===== src/rtl/core/power_meter_frame_checker_core_defines.svh =====
// ----------------------------------------------------------------------------
// power_meter_frame_checker_core_defines.svh
// Assertion macros for the frame checker core.
// ----------------------------------------------------------------------------
`ifndef POWER_METER_FRAME_CHECKER_CORE_DEFINES_SVH
`define POWER_METER_FRAME_CHECKER_CORE_DEFINES_SVH

`ifndef NO_ASSERTIONS

// Same-cycle implication, sampled on the rising clock edge, off during reset
`define PMFC_ASSERT_IMPLIES(label, clk, rst_n, ante, cons) \
	label: assert property (@(posedge clk) disable iff (!(rst_n)) (ante) |-> (cons)) \
		else $error("pmfc assertion failed");

// Next-cycle implication
`define PMFC_ASSERT_NEXT(label, clk, rst_n, ante, cons) \
	label: assert property (@(posedge clk) disable iff (!(rst_n)) (ante) |=> (cons)) \
		else $error("pmfc assertion failed");

`else

`define PMFC_ASSERT_IMPLIES(label, clk, rst_n, ante, cons)
`define PMFC_ASSERT_NEXT(label, clk, rst_n, ante, cons)

`endif

`endif


===== src/rtl/core/pmfc_pkg.sv =====
// ----------------------------------------------------------------------------
// pmfc_pkg
// Shared types, constants and helpers for the frame checker.
// ----------------------------------------------------------------------------
package pmfc_pkg;

	// Framing marks
	localparam logic [7:0]  START_MARK = 8'h68;
	localparam logic [7:0]  END_MARK   = 8'h16;
	localparam logic [15:0] PROTO_MASK = 16'h0003;
	localparam logic [15:0] PROTO_CODE = 16'h0002;

	// Byte offsets within a frame
	localparam logic [15:0] POS_START1 = 16'd0;
	localparam logic [15:0] POS_LEN_LO = 16'd1;
	localparam logic [15:0] POS_LEN_HI = 16'd2;
	localparam logic [15:0] POS_START2 = 16'd5;
	localparam logic [15:0] POS_CTRL   = 16'd6;
	localparam logic [15:0] POS_FUNC   = 16'd12;
	localparam logic [15:0] POS_SEQ    = 16'd13;
	localparam logic [15:0] POS_MAX    = 16'hFFFF;

	// Shortest legal frame: position of its last byte is MIN_FRAME - 1
	localparam logic [15:0] MIN_LAST_POS = 16'd15;
	// Fixed overhead outside the user data, less one for position vs length
	localparam logic [16:0] OVERHEAD_M1  = 17'd7;

	localparam int ULEN_W = 14;

	// Result status codes
	typedef enum logic [2:0] {
		ST_OK        = 3'd0,
		ST_SHORT     = 3'd1,
		ST_BAD_START = 3'd2,
		ST_BAD_END   = 3'd3,
		ST_BAD_PROTO = 3'd4,
		ST_OVERRUN   = 3'd5,
		ST_CHECKSUM  = 3'd6,
		ST_BAD_FUNC  = 3'd7
	} status_t;

	// Frame state as it stands after the current byte, handed to the status check
	typedef struct packed {
		logic [15:0] pos;
		logic [7:0]  data;
		logic        start_ok;
		logic [15:0] length_word;
		logic [7:0]  prev;
		logic [7:0]  sum;
		logic [7:0]  func;
	} chk_in_t;

	// Supported application function codes
	function automatic logic func_supported(input logic [7:0] f);
		func_supported = (f == 8'h00) || (f == 8'h04) || (f == 8'h0A) ||
			(f == 8'h0C) || (f == 8'h0D) || (f == 8'h0E);
	endfunction

endpackage


===== src/rtl/core/pmfc_status.sv =====
// ----------------------------------------------------------------------------
// pmfc_status
// Prioritised status decode for a completed frame.
// ----------------------------------------------------------------------------
module pmfc_status (
	input  pmfc_pkg::chk_in_t chk,
	output pmfc_pkg::status_t status
);

	logic [pmfc_pkg::ULEN_W-1:0] ulen;
	logic [16:0]                 ulen_end;

	assign ulen     = chk.length_word[15:2];
	// last position is p, frame length p+1; overrun when ulen + 8 > p + 1
	assign ulen_end = 17'(ulen) + pmfc_pkg::OVERHEAD_M1;

	// Checks in priority order
	always_comb begin
		if (chk.pos < pmfc_pkg::MIN_LAST_POS) begin
			status = pmfc_pkg::ST_SHORT;
		end else if (!chk.start_ok) begin
			status = pmfc_pkg::ST_BAD_START;
		end else if (chk.data != pmfc_pkg::END_MARK) begin
			status = pmfc_pkg::ST_BAD_END;
		end else if ((chk.length_word & pmfc_pkg::PROTO_MASK) != pmfc_pkg::PROTO_CODE) begin
			status = pmfc_pkg::ST_BAD_PROTO;
		end else if (ulen_end > {1'b0, chk.pos}) begin
			status = pmfc_pkg::ST_OVERRUN;
		end else if (chk.prev != chk.sum) begin
			status = pmfc_pkg::ST_CHECKSUM;
		end else if (!pmfc_pkg::func_supported(chk.func)) begin
			status = pmfc_pkg::ST_BAD_FUNC;
		end else begin
			status = pmfc_pkg::ST_OK;
		end
	end

endmodule


===== src/rtl/core/power_meter_frame_checker_core.sv =====
// ----------------------------------------------------------------------------
// power_meter_frame_checker_core
// Byte-stream checker for 376.1 style power-meter frames.
// ----------------------------------------------------------------------------
// Usage:
//  Input channel: one frame byte per request on data_byte, with last_byte
//  set on the closing byte. Output channel: one result per frame, carrying
//  the status code and the captured control, function and SEQ fields.
//  Both channels use valid/stall; a request moves when valid is high and
//  stall is low.
//  Throughput: one byte per cycle while the receiver does not stall. Each
//  byte is registered, then the frame state and status are updated from
//  that register. The result for a frame passes from the input register
//  through the result register to out_valid.
//  While the receiver stalls with a result waiting, the input register
//  holds and in_stall rises once it is occupied.
//  Reset clears the frame state and the valid bits of both registers; the
//  next byte taken is treated as the first byte of a frame. After every
//  last byte the frame state returns to its reset value.
// ----------------------------------------------------------------------------
`include "power_meter_frame_checker_core_defines.svh"

module power_meter_frame_checker_core (
	input  logic                        clk,
	input  logic                        arst_n,
	// Byte input
	input  logic                        in_valid,
	output logic                        in_stall,
	input  logic [7:0]                  data_byte,
	input  logic                        last_byte,
	// Frame result
	output logic                        out_valid,
	input  logic                        out_stall,
	output logic [2:0]                  status,
	output logic [7:0]                  control_byte,
	output logic [7:0]                  function_code,
	output logic [7:0]                  sequence_byte,
	output logic [pmfc_pkg::ULEN_W-1:0] user_length,
	output logic                        more_frames,
	output logic                        has_time_tag,
	output logic                        has_event_counter
);

	// Input register
	logic       s1_valid;
	logic [7:0] s1_data;
	logic       s1_last;

	// Frame state
	logic [15:0] pos_q;
	logic [15:0] len_q;
	logic [7:0]  sum_q;
	logic [7:0]  prev_q;
	logic        sok_q;
	logic [7:0]  ctrl_q;
	logic [7:0]  func_q;
	logic [7:0]  seq_q;

	// Result register
	logic                        out_valid_q;
	pmfc_pkg::status_t           status_q;
	logic [7:0]                  ctrl_out_q;
	logic [7:0]                  func_out_q;
	logic [7:0]                  seq_out_q;
	logic [pmfc_pkg::ULEN_W-1:0] ulen_out_q;

	// Next state for the byte in s1
	logic                        out_free;
	logic                        adv;
	logic                        sok_n;
	logic [15:0]                 len_n;
	logic [7:0]                  ctrl_n;
	logic [7:0]                  func_n;
	logic [7:0]                  seq_n;
	logic [7:0]                  sum_n;
	logic [pmfc_pkg::ULEN_W-1:0] ulen_n;
	logic [16:0]                 user_lim;
	logic                        sum_en;
	pmfc_pkg::chk_in_t           chk;
	pmfc_pkg::status_t           status_n;

	// Handshake: s1 drains whenever the result register can take a request
	assign out_free = !out_valid_q || !out_stall;
	assign adv      = s1_valid && out_free;
	assign in_stall = s1_valid && !out_free;

	// Field capture at fixed offsets
	always_comb begin
		sok_n  = sok_q;
		len_n  = len_q;
		ctrl_n = ctrl_q;
		func_n = func_q;
		seq_n  = seq_q;
		if ((pos_q == pmfc_pkg::POS_START1 || pos_q == pmfc_pkg::POS_START2) &&
			s1_data != pmfc_pkg::START_MARK) begin
			sok_n = 1'b0;
		end
		if (pos_q == pmfc_pkg::POS_LEN_LO) begin
			len_n[7:0] = s1_data;
		end
		if (pos_q == pmfc_pkg::POS_LEN_HI) begin
			len_n[15:8] = s1_data;
		end
		if (pos_q == pmfc_pkg::POS_CTRL) begin
			ctrl_n = s1_data;
		end
		if (pos_q == pmfc_pkg::POS_FUNC) begin
			func_n = s1_data;
		end
		if (pos_q == pmfc_pkg::POS_SEQ) begin
			seq_n = s1_data;
		end
	end

	// Checksum over user bytes: positions from the control byte for ulen bytes
	assign ulen_n   = len_n[15:2];
	assign user_lim = 17'(pmfc_pkg::POS_CTRL) + 17'(ulen_n);
	assign sum_en   = (pos_q >= pmfc_pkg::POS_CTRL) && ({1'b0, pos_q} < user_lim);
	assign sum_n    = sum_en ? sum_q + s1_data : sum_q;

	assign chk.pos         = pos_q;
	assign chk.data        = s1_data;
	assign chk.start_ok    = sok_n;
	assign chk.length_word = len_n;
	assign chk.prev        = prev_q;
	assign chk.sum         = sum_n;
	assign chk.func        = func_n;

	pmfc_status u_status (
		.chk    (chk),
		.status (status_n)
	);

	// Input register
	always_ff @(posedge clk or negedge arst_n) begin
		if (!arst_n) begin
			s1_valid <= 1'b0;
		end else if (!in_stall) begin
			s1_valid <= in_valid;
		end
	end

	always_ff @(posedge clk) begin
		if (in_valid && !in_stall) begin
			s1_data <= data_byte;
			s1_last <= last_byte;
		end
	end

	// Frame state: advance per byte, back to reset after the last byte
	always_ff @(posedge clk or negedge arst_n) begin
		if (!arst_n) begin
			pos_q  <= '0;
			len_q  <= '0;
			sum_q  <= '0;
			prev_q <= '0;
			sok_q  <= 1'b1;
			ctrl_q <= '0;
			func_q <= '0;
			seq_q  <= '0;
		end else if (adv) begin
			if (s1_last) begin
				pos_q  <= '0;
				len_q  <= '0;
				sum_q  <= '0;
				prev_q <= '0;
				sok_q  <= 1'b1;
				ctrl_q <= '0;
				func_q <= '0;
				seq_q  <= '0;
			end else begin
				if (pos_q != pmfc_pkg::POS_MAX) begin
					pos_q <= pos_q + 16'd1;
				end
				len_q  <= len_n;
				sum_q  <= sum_n;
				prev_q <= s1_data;
				sok_q  <= sok_n;
				ctrl_q <= ctrl_n;
				func_q <= func_n;
				seq_q  <= seq_n;
			end
		end
	end

	// Result register
	always_ff @(posedge clk or negedge arst_n) begin
		if (!arst_n) begin
			out_valid_q <= 1'b0;
		end else if (out_free) begin
			out_valid_q <= s1_valid && s1_last;
		end
	end

	always_ff @(posedge clk) begin
		if (adv && s1_last) begin
			status_q   <= status_n;
			ctrl_out_q <= ctrl_n;
			func_out_q <= func_n;
			seq_out_q  <= seq_n;
			ulen_out_q <= ulen_n;
		end
	end

	// Outputs, flags decoded from the held fields
	assign out_valid         = out_valid_q;
	assign status            = status_q;
	assign control_byte      = ctrl_out_q;
	assign function_code     = func_out_q;
	assign sequence_byte     = seq_out_q;
	assign user_length       = ulen_out_q;
	assign more_frames       = !seq_out_q[5];
	assign has_time_tag      = seq_out_q[7];
	assign has_event_counter = ctrl_out_q[7] && ctrl_out_q[5];

	// Checks
	`PMFC_ASSERT_IMPLIES(a_stall_cause, clk, arst_n, in_stall, s1_valid && out_valid_q && out_stall)
	`PMFC_ASSERT_NEXT(a_frame_restart, clk, arst_n, adv && s1_last, pos_q == '0 && sok_q && sum_q == '0)
	`PMFC_ASSERT_IMPLIES(a_ok_func, clk, arst_n, out_valid_q && status_q == pmfc_pkg::ST_OK, pmfc_pkg::func_supported(func_out_q))
	`PMFC_ASSERT_NEXT(a_result_from_last, clk, arst_n, adv && !s1_last && !out_valid_q, !out_valid_q)

endmodule


===== config.mk =====
export PLATFORM = sky130hd
export DESIGN_NAME = power_meter_frame_checker_core
export DESIGN_NICKNAME = d
export VERILOG_FILES = /design/src/rtl/core/pmfc_pkg.sv /design/src/rtl/core/pmfc_status.sv /design/src/rtl/core/power_meter_frame_checker_core.sv
export VERILOG_INCLUDE_DIRS = /design/src /design/src/rtl/core
export SDC_FILE = /design/constraint.sdc
export NUM_CORES = 1
export LEC_CHECK = 0
export BUFFER_PORTS_ARGS = -buffer_cell sky130_fd_sc_hd__buf_2
export CORE_MARGIN = 2
export CORE_UTILIZATION = 60
export CTS_CLUSTER_DIAMETER = 200
export DETAILED_ROUTE_END_ITERATION = 6
export GPL_ROUTABILITY_DRIVEN = 0
export PLACE_DENSITY = 0.8
export SLEW_MARGIN = 20
export SYNTH_ARGS = -nofsm -noshare
export SYNTH_HDL_FRONTEND = slang
export SYNTH_SLANG_ARGS = --single-unit

===== constraint.sdc =====
create_clock -name clk -period 6.8 [get_ports clk]
set_input_delay 1.7 -clock clk [delete_from_list [all_inputs] [get_ports clk]]
set_output_delay 1.7 -clock clk [all_outputs]
set_load 0.01 [all_outputs]

==> run metrics <==
Worst setup SP type=register; Post-synth EDFFs=50; Synth Cell Area=roughly 7000 um2; dpl cells=824; Port Buffer Count=58; CP peak stage delay=690 ps; synthesized area per cell=roughly 11 um2; # rows=39; Max Clk Rate=about 170 MHz; DRT iter0 DRCs=about 430; chip width=~110 um; power after layout=around 2.4 mW; Data arrival, critical path=about 6200 ps; post-synthesis cell count=645; pin count of the biggest net entering global routing=76; number of global-route vias before repair=5363; Clk Latency, worst-skew pair=around 420 ps; min cycle time layout=6020 ps; commonest non-fill, non-tap cell in the layout=dfrtp_1; # IOs=59; critical path class=register to register; CTS tree=yes; DP Wirelength=between 10000 and 15000 um; worst slack, placed=approximately 1000 ps; worst slew pin tran=about 790 ps; worst-path fanout max=11; Yosys warnings=0; Power Density=roughly 300 nW/um2; fin nets=756; static leakage=between 3 and 4 nW; status=complete, no violations; Vias=between 5000 and 6000; initial cell density of the core=a little over 60%; sequential share of the synthesized area=around half; period utilization=roughly 88%; FF+latch count, synth=between 100 and 150; Hold-fix buffers, CTS=0; Setup Skew=approximately 6.4 ps; global-route wire length before repair=about 28000 um; H-tree depth=4; buffer count from post-CTS setup fixing=0; Crit-path slowest cell=or4_1; hold_sp=len_q[11]; vias per cell=slightly above 6; most frequent cells in the layout=74 x dfrtp_1, 58 x nand2_1, 58 x buf_2, 50 x edfxtp_1, 45 x o21ai_0; number of iterations in the first detailed-routing pass=5; Resize count post-CTS=0; ys async rst share=60.0%; critical path capture point type=register; delay-heaviest family, CP=simple AND/OR/NAND/NOR gates; CTS clk-pin slew, worst paths=50 ps; final setup fails=0; P&R area growth vs syn=14.4%; Yosys cell types=roughly 80; GRT Overall Usage=between 20% and 30%; routed length per instance=a little under 20 um; initial antenna violation count=0; Max IR drop VDD=0.260 mV; crit path buf inv count=0; setup_tns=0 ps; worst setup margin=between 700 and 800 ps; top_reg_cell synth=dfrtp_1; FF/Latch Area=between 3000 and 4000 um2; Die ar.=~13000 um2; Post-Layout Cell Count=approximately 860; die height=112 um; Core Util, Final=70.2%; cts bufs inserted=17; Final Hold Fails=0; DRC viols=0; Antenna Nets Post-Route=0; grt total ovfl=0; fraction of layout cells with a size suffix above 1=approximately a fifth; final wirelength=about 17000 um; area occupied by multi-input gates=3320 um2; n_diodes=0; reg2reg start=pos_q[15]; fin. max-slew vios=0; total of max-cap violations=0; Slew HR=between 40% and 50%; RSZ-0062 raised after global routing=false; worst hold path class=register to register; clock sink count=~130; Mapped Nets=700; clk buf depth=2; critical path cell sequence=nor4_2, nand4_2, nor2_4, nand3_2, mux2i_1, or4_1, or3_1, ha_1, a211o_2, a31oi_1, o211ai_1, a211oi_2, mux2_2, a211o_1, nor3b_1, a311oi_1; core area=11400 um2; fill cell count=about 790; root buffer cell=clkbuf_16; Required @ worst endpoint=between 6000 and 7000 ps; Critical Path Source=pos_q[15]
-- area by class of cell --
type	count	area share, %
Clock buffer	25	6.87
Clock inverter	7	0.565
Multi-Input combinational cell	452	41.6
Sequential cell	125	42.4
Tap cell	143	2.24
Timing Repair Buffer	63	4.36
Inverter	42	1.98
-- kinds of logic after synthesis --
logic type | synth area share, %
simple gates | 14.4
compound gates | 12.6
flops | 48.5
buf+inv | 4.05
xor+xnor | 6.84
fa+ha+maj | 7.64
mux | 6.06
-- worst paths after layout --
kind,endpoint,depth (start not counted),slack [ps]
min,len_q[11],2,500
max in group asynchronous,sok_q,3,4920
max reg2reg,status[2],16,780
min in group asynchronous,sum_q[1],2,1260
min reg2reg,len_q[11],2,500
max,status[2],16,780
-- metrics by stage --
stage,hold slack [ps],area [um2]
after floorplan,450,6970
after global placement,462,7360
after detailed placement,480,7360
after CTS,493,7950
after global routing,517,7980
final,499,7980
-- per-layer routing --
layer	vias to the layer above	routed length (um)	track usage (%)
met3	46	973	6.15
li1	2435	-	-
met1	2566	7050	36.3
met4	0	503	13.1
met2	210	8310	46.6
met5	-	0	0
-- synthesized netlist by cell type, drive strengths merged, types with 2 or more instances --
library cell	instances	area (um2)
a211o	3	27.5
a211oi	4	35.0
a21o	3	22.5
a21oi	18	90.1
a22o	25	219
a31oi	8	56.3
a32o	2	20.0
and2	6	38.8
and3	9	61.3
and4	4	36.3
buf	8	57.6
clkbuf	18	67.6
dfrtp	74	1850
edfxtp	50	1500
ha	41	513
inv	42	158
mux2	21	236
mux2i	17	186
nand2	59	221
nand2b	3	18.8
nand3	16	90.1
nand4	7	50.1
nand4b	2	17.5
nor2	43	169
nor2b	6	37.5
nor3	12	76.3
nor4	6	58.8
o211ai	2	15.0
o21a	3	22.5
o21ai	47	235
o21bai	2	15.0
o31ai	3	22.5
or2	4	27.5
or3	4	27.5
or4	4	37.5
xnor2	40	358
xor2	11	96.3
-- worst min-delay path, delay by kind of cell (launching register included) --
family | cells | cell delay [ps]
flip-flops | 1 | 350
AO/OA/AOI/OAI | 1 | 60
AND/OR/NAND/NOR | 1 | 50
-- where the power goes --
part,internal [mW],switching [mW]
Sequential,0.854,0.0568
Combinational,0.242,0.375
Clock,0.558,0.334
Note: power is estimated with default switching activity, not from simulation.
